### config.mk
export PLATFORM = sky130hd
export DESIGN_NAME = tmd_red_stage
export DESIGN_NICKNAME = d
export VERILOG_FILES = /design/src/rtl/tmd_pkg.sv /design/src/rtl/tmd_red_stage.sv
export SDC_FILE = /design/constraint.sdc
export NUM_CORES = 1
export LEC_CHECK = 0
export ABC_AREA = 0
export BUFFER_PORTS_ARGS = -buffer_cell sky130_fd_sc_hd__buf_2
export CAP_MARGIN = 20
export CORE_MARGIN = 3
export CORE_UTILIZATION = 40
export CTS_CLUSTER_SIZE = 20
export DETAILED_ROUTE_END_ITERATION = 10
export PLACE_DENSITY = 0.53
export REMOVE_ABC_BUFFERS = 1
export SYNTH_ARGS = -nofsm -noshare
export SYNTH_HDL_FRONTEND = slang
export SYNTH_SLANG_ARGS = --single-unit
### constraint.sdc
create_clock -name clk -period 16 [get_ports clk]
set_input_delay 1.6 -clock clk [delete_from_list [all_inputs] [get_ports clk]]
set_output_delay 1.6 -clock clk [all_outputs]
set_load 0.01 [all_outputs]
### src/rtl/tmd_pkg.sv
`timescale 1ns / 1ps

package tmd_pkg;

  // Defaults for the top-level parameters
  localparam int NUM_CHANNELS_DEF = 2;
  localparam int SAMPLE_BITS_DEF  = 24;

  // Fixed field widths
  localparam int COEFF_W   = 16;
  localparam int RED_W     = 16;
  localparam int CFG_IDX_W = 2;

  // Register indexes on the config port
  localparam logic [CFG_IDX_W-1:0] REG_ATTACK  = 2'd0;
  localparam logic [CFG_IDX_W-1:0] REG_RELEASE = 2'd1;

  // Coefficient reset values, Q0.16
  localparam logic [COEFF_W-1:0] ATTACK_RESET  = 16'd1351;
  localparam logic [COEFF_W-1:0] RELEASE_RESET = 16'd27;

  // Reduction smoother: 0.01 in Q0.16, and full scale
  localparam logic [9:0]       SMOOTH_COEFF = 10'd655;
  localparam logic [RED_W-1:0] RED_MAX      = 16'hFFFF;

endpackage

### src/rtl/tmd_red_stage.sv
`timescale 1ns / 1ps

// Reduction stage: strength = 20 * envelope saturated at full scale,
// then a slow one-pole smoother per channel.
module tmd_red_stage #(
  parameter int NUM_CHANNELS = tmd_pkg::NUM_CHANNELS_DEF,
  parameter int SAMPLE_BITS  = tmd_pkg::SAMPLE_BITS_DEF,
  parameter int IDX_W        = 1
) (
  input  logic                        clk,
  input  logic                        rst_n,
  input  logic                        upd,
  input  logic [IDX_W-1:0]            idx,
  input  logic [SAMPLE_BITS-1:0]      env,
  output logic [tmd_pkg::RED_W-1:0]   red_new
);
  import tmd_pkg::*;

  localparam int W = SAMPLE_BITS;

  logic [RED_W-1:0] red_r [NUM_CHANNELS];

  logic        [RED_W-1:0]     red;
  logic        [W+4:0]         scaled;
  logic        [W+RED_W-2:0]   frac;
  logic        [RED_W-1:0]     strength;
  logic signed [RED_W:0]       gap;
  logic signed [RED_W+11:0]    prod;
  logic signed [11:0]          step;
  logic signed [RED_W+1:0]     sum;

  assign red = red_r[idx];

  // envelope * 20 as a shift-add
  assign scaled = ((W+5)'(env) << 4) + ((W+5)'(env) << 2);

  // Q1.(W-1) to Q0.16, full scale at and above 1.0
  assign frac = {scaled[W-2:0], {RED_W{1'b0}}} >> (W - 1);
  assign strength = (scaled >= (W+5)'(1) << (W - 1)) ? RED_MAX : frac[RED_W-1:0];

  // red += floor(655 * (strength - red) / 2^16)
  assign gap  = $signed({1'b0, strength}) - $signed({1'b0, red});
  assign prod = $signed({1'b0, SMOOTH_COEFF}) * gap;
  assign step = 12'(prod >>> RED_W);
  assign sum  = $signed({2'b00, red}) + {{(RED_W-10){step[11]}}, step};

  always_comb begin
    if (sum[RED_W+1]) begin
      red_new = '0;
    end else if (sum[RED_W]) begin
      red_new = RED_MAX;
    end else begin
      red_new = sum[RED_W-1:0];
    end
  end

  // Per-channel state update
  always_ff @(posedge clk) begin
    if (!rst_n) begin
      for (int i = 0; i < NUM_CHANNELS; i++) begin
        red_r[i] <= '0;
      end
    end else if (upd) begin
      red_r[idx] <= red_new;
    end
  end

endmodule

==> impl_metrics.ini <==
[status]
status = complete, no violations

[clock_tree]
postCtsSetupBuffers = 0
cts_buffer_depth = 2
hold_buffers = 0
cts.clk_slew.worst_paths_ns = 0.05
clock-root-buffer = clkbuf_16
clkSinkCount = 32
cts_resized = 0
cts_buffers = 5
htree_levels = 2
cts_tree = built
clk_latency_ns = 0.27

[logic_synthesis]
ys_ff_latch = 32
avgSynthCellArea_sq_um = 8.88
synth_edf_count = 32
synth-xor-area-share_pct = 8.87
syn_area_sq_um = 7680
synthSimpleGateAreaFrac_pct = 10.7
yosys_warnings = 0
synth_compound_area_share_pct = 20.2
netlist-cell-type-count = 72
ys_seq_area_share_pct = 12.5
synth_top_family_by_area = adder cells
synthAdderAreaFrac_pct = 36.6
syn_inst = 865
ys.flop_type = edfxtp_1
synthArstFlopShare_pct = 0
synthMuxAreaShare_pct = 2.36

[critical_path]
cp.required_ns = 14.40
r2r_cells = 38
start_kind = primary input
cp-end-kind = output port
critPathKind = in2out
cp.arrival_ns = 13.55
cp_max_fo = 27
reg2reg_slack_ns = 5.53
slowest_delay_ns = 0.55
crit_top_cell = ha_1
slowest_stage = fa_1

[layout]
mostFrequentLayoutCells = inv_1 (145), ha_1 (137), a21oi_1 (67)
finalNetCount = 1129
regMostFlops = red_r
drive_gt1_share_pct = 11.2
reg.largest.list = red_r: 32 flops
antennaDiodeCount = 0
area_growth_pct = 8.76
largest_reg_flops = 32
final_common_cell = inv_1

[drt]
drcViolationCount = 0
antenna_left = 0
routedWlPerCell_microns = 15.3
wirelength_microns = 17500
num_vias = 5931
via_per_inst = 5.18
drtIter0Drc = 202
first_pass_iters = 4

[timing]
hold_viol_final = 0
fin_crit_sh_pct = 94.7
setup_viol = 0
whs_ns = 1.08
drv_slew = 0
max_freq_mhz = 66.0
worst_slack_ns = 0.848
slew_headroom_pct = 42.4
layout_min_cycle_time_ns = 15.15
finClkSkew_ns = 0.00292
tightestPinTransition_ns = 0.861

[die]
io_pins = 44
rows = 50
core_area_sq_um = 18800
initial_utilization_pct = 40.9
die_y_microns = 145
die_area_sq_um = 20900
die_w_microns = 145

[global_routing]
first_global_vias = 5815
grt_start_max_net_pins = 28
antenna_found_initial = 0
grt_usage_pct = 17.3
grt-ovfl-total = 0
grt_pass1_wl_microns = 29300

[placement]
port_buffers = 43
dp_hpwl_microns = 15100
dp_slack_ns = 0.516
gp_congestion = 0.820

[worst_hold_path]
whs_path_depth = 4
hp-class = reg2reg

[job]
cap_violations = 0
[worst paths after layout]
kind	startpoint	endpoint
setup / recovery	env[0]	red_new[0]
hold / removal	red_r[1][0]	red_r[1][0]
setup reg to reg	red_r[1][1]	red_r[1][13]
hold reg to reg	red_r[1][0]	red_r[1][0]
[worst max-delay path: cells and delay by family]
kind | cells | cell delay, ns
AOI/OAI and AO/OA | 25 | 5.79
and+or+nand+nor | 5 | 0.88
adders and majority gates | 11 | 3.97
buffers and inverters | 5 | 0.42
xor gates and xnor gates | 4 | 0.86
[Yosys cell counts (2+ instances only)]
| library cell | instances | share of area [%] |
|---|---|---|
| and3_1 | 2 | 0.16 |
| ha_1 | 137 | 22 |
| nand3_1 | 28 | 1.8 |
| edfxtp_1 | 32 | 13 |
| a211oi_2 | 11 | 1.8 |
| buf_6 | 5 | 0.73 |
| xor2_1 | 37 | 4.2 |
| nand2_1 | 25 | 1.2 |
| nor3b_1 | 5 | 0.49 |
| xnor2_2 | 2 | 0.42 |
| nor2_1 | 47 | 2.3 |
| nand2b_1 | 10 | 0.81 |
| clkbuf_1 | 7 | 0.34 |
| buf_4 | 3 | 0.29 |
| xnor2_1 | 34 | 3.9 |
| a2111oi_0 | 2 | 0.23 |
| fa_1 | 55 | 14 |
| a211oi_1 | 25 | 2.4 |
| o21bai_1 | 7 | 0.68 |
| a311oi_1 | 2 | 0.23 |
| o21ai_1 | 4 | 0.26 |
| mux2i_1 | 17 | 2.2 |
| a21boi_0 | 2 | 0.20 |
| o21a_1 | 13 | 1.3 |
| a21o_1 | 20 | 2.0 |
| and2_1 | 7 | 0.57 |
| a41oi_1 | 2 | 0.23 |
| buf_2 | 4 | 0.26 |
| a21oi_1 | 69 | 4.5 |
| nand4_1 | 3 | 0.24 |
| a31o_2 | 3 | 0.34 |
| o21ai_0 | 35 | 2.3 |
| o31ai_1 | 4 | 0.39 |
| nor3_1 | 9 | 0.59 |
| nor2b_1 | 10 | 0.81 |
| inv_1 | 145 | 7.1 |
| or3_1 | 6 | 0.49 |
| and4_1 | 2 | 0.23 |
[kinds of logic after synthesis]
kind of cell    after synthesis
fa+ha+maj                   192
flops                        32
simple gates                162
buf+inv                     165
mux                          18
compound gates              222
xor+xnor                     74
[layout make-up]
class	count	area (sq um)
tap	234	293
inverter	145	544
timing repair buffer	57	320
clock buffer	5	125
clock inverter	3	13.8
multi-input combinational	668	6100
fill	1888	10400
sequential	32	961
[metal layers]
layer	up-vias	GRT usage [%]	routed length, microns
li1	3103	-	-
met1	2779	24.6	8710
met2	45	30.6	8550
met3	4	0.529	214
met4	0	1.91	50
met5	-	0	0
[through the flow]
step / instances / setup TNS [ns] / util (%) / area [sq um]
floorplan: 845 / 0 / - / 7560
global placement: 1136 / 0 / 43.6 / 8180
detailed placement: 1136 / 0 / 43.6 / 8180
CTS: 1144 / 0 / 44.3 / 8320
global route: 1144 / -0.0121 / 44.5 / 8360
finish: 1144 / 0 / 44.5 / 8360
Power is left out: the tool's default activity adds up to more than one toggle a clock period on the data nets, which glitch-free logic cannot reach.
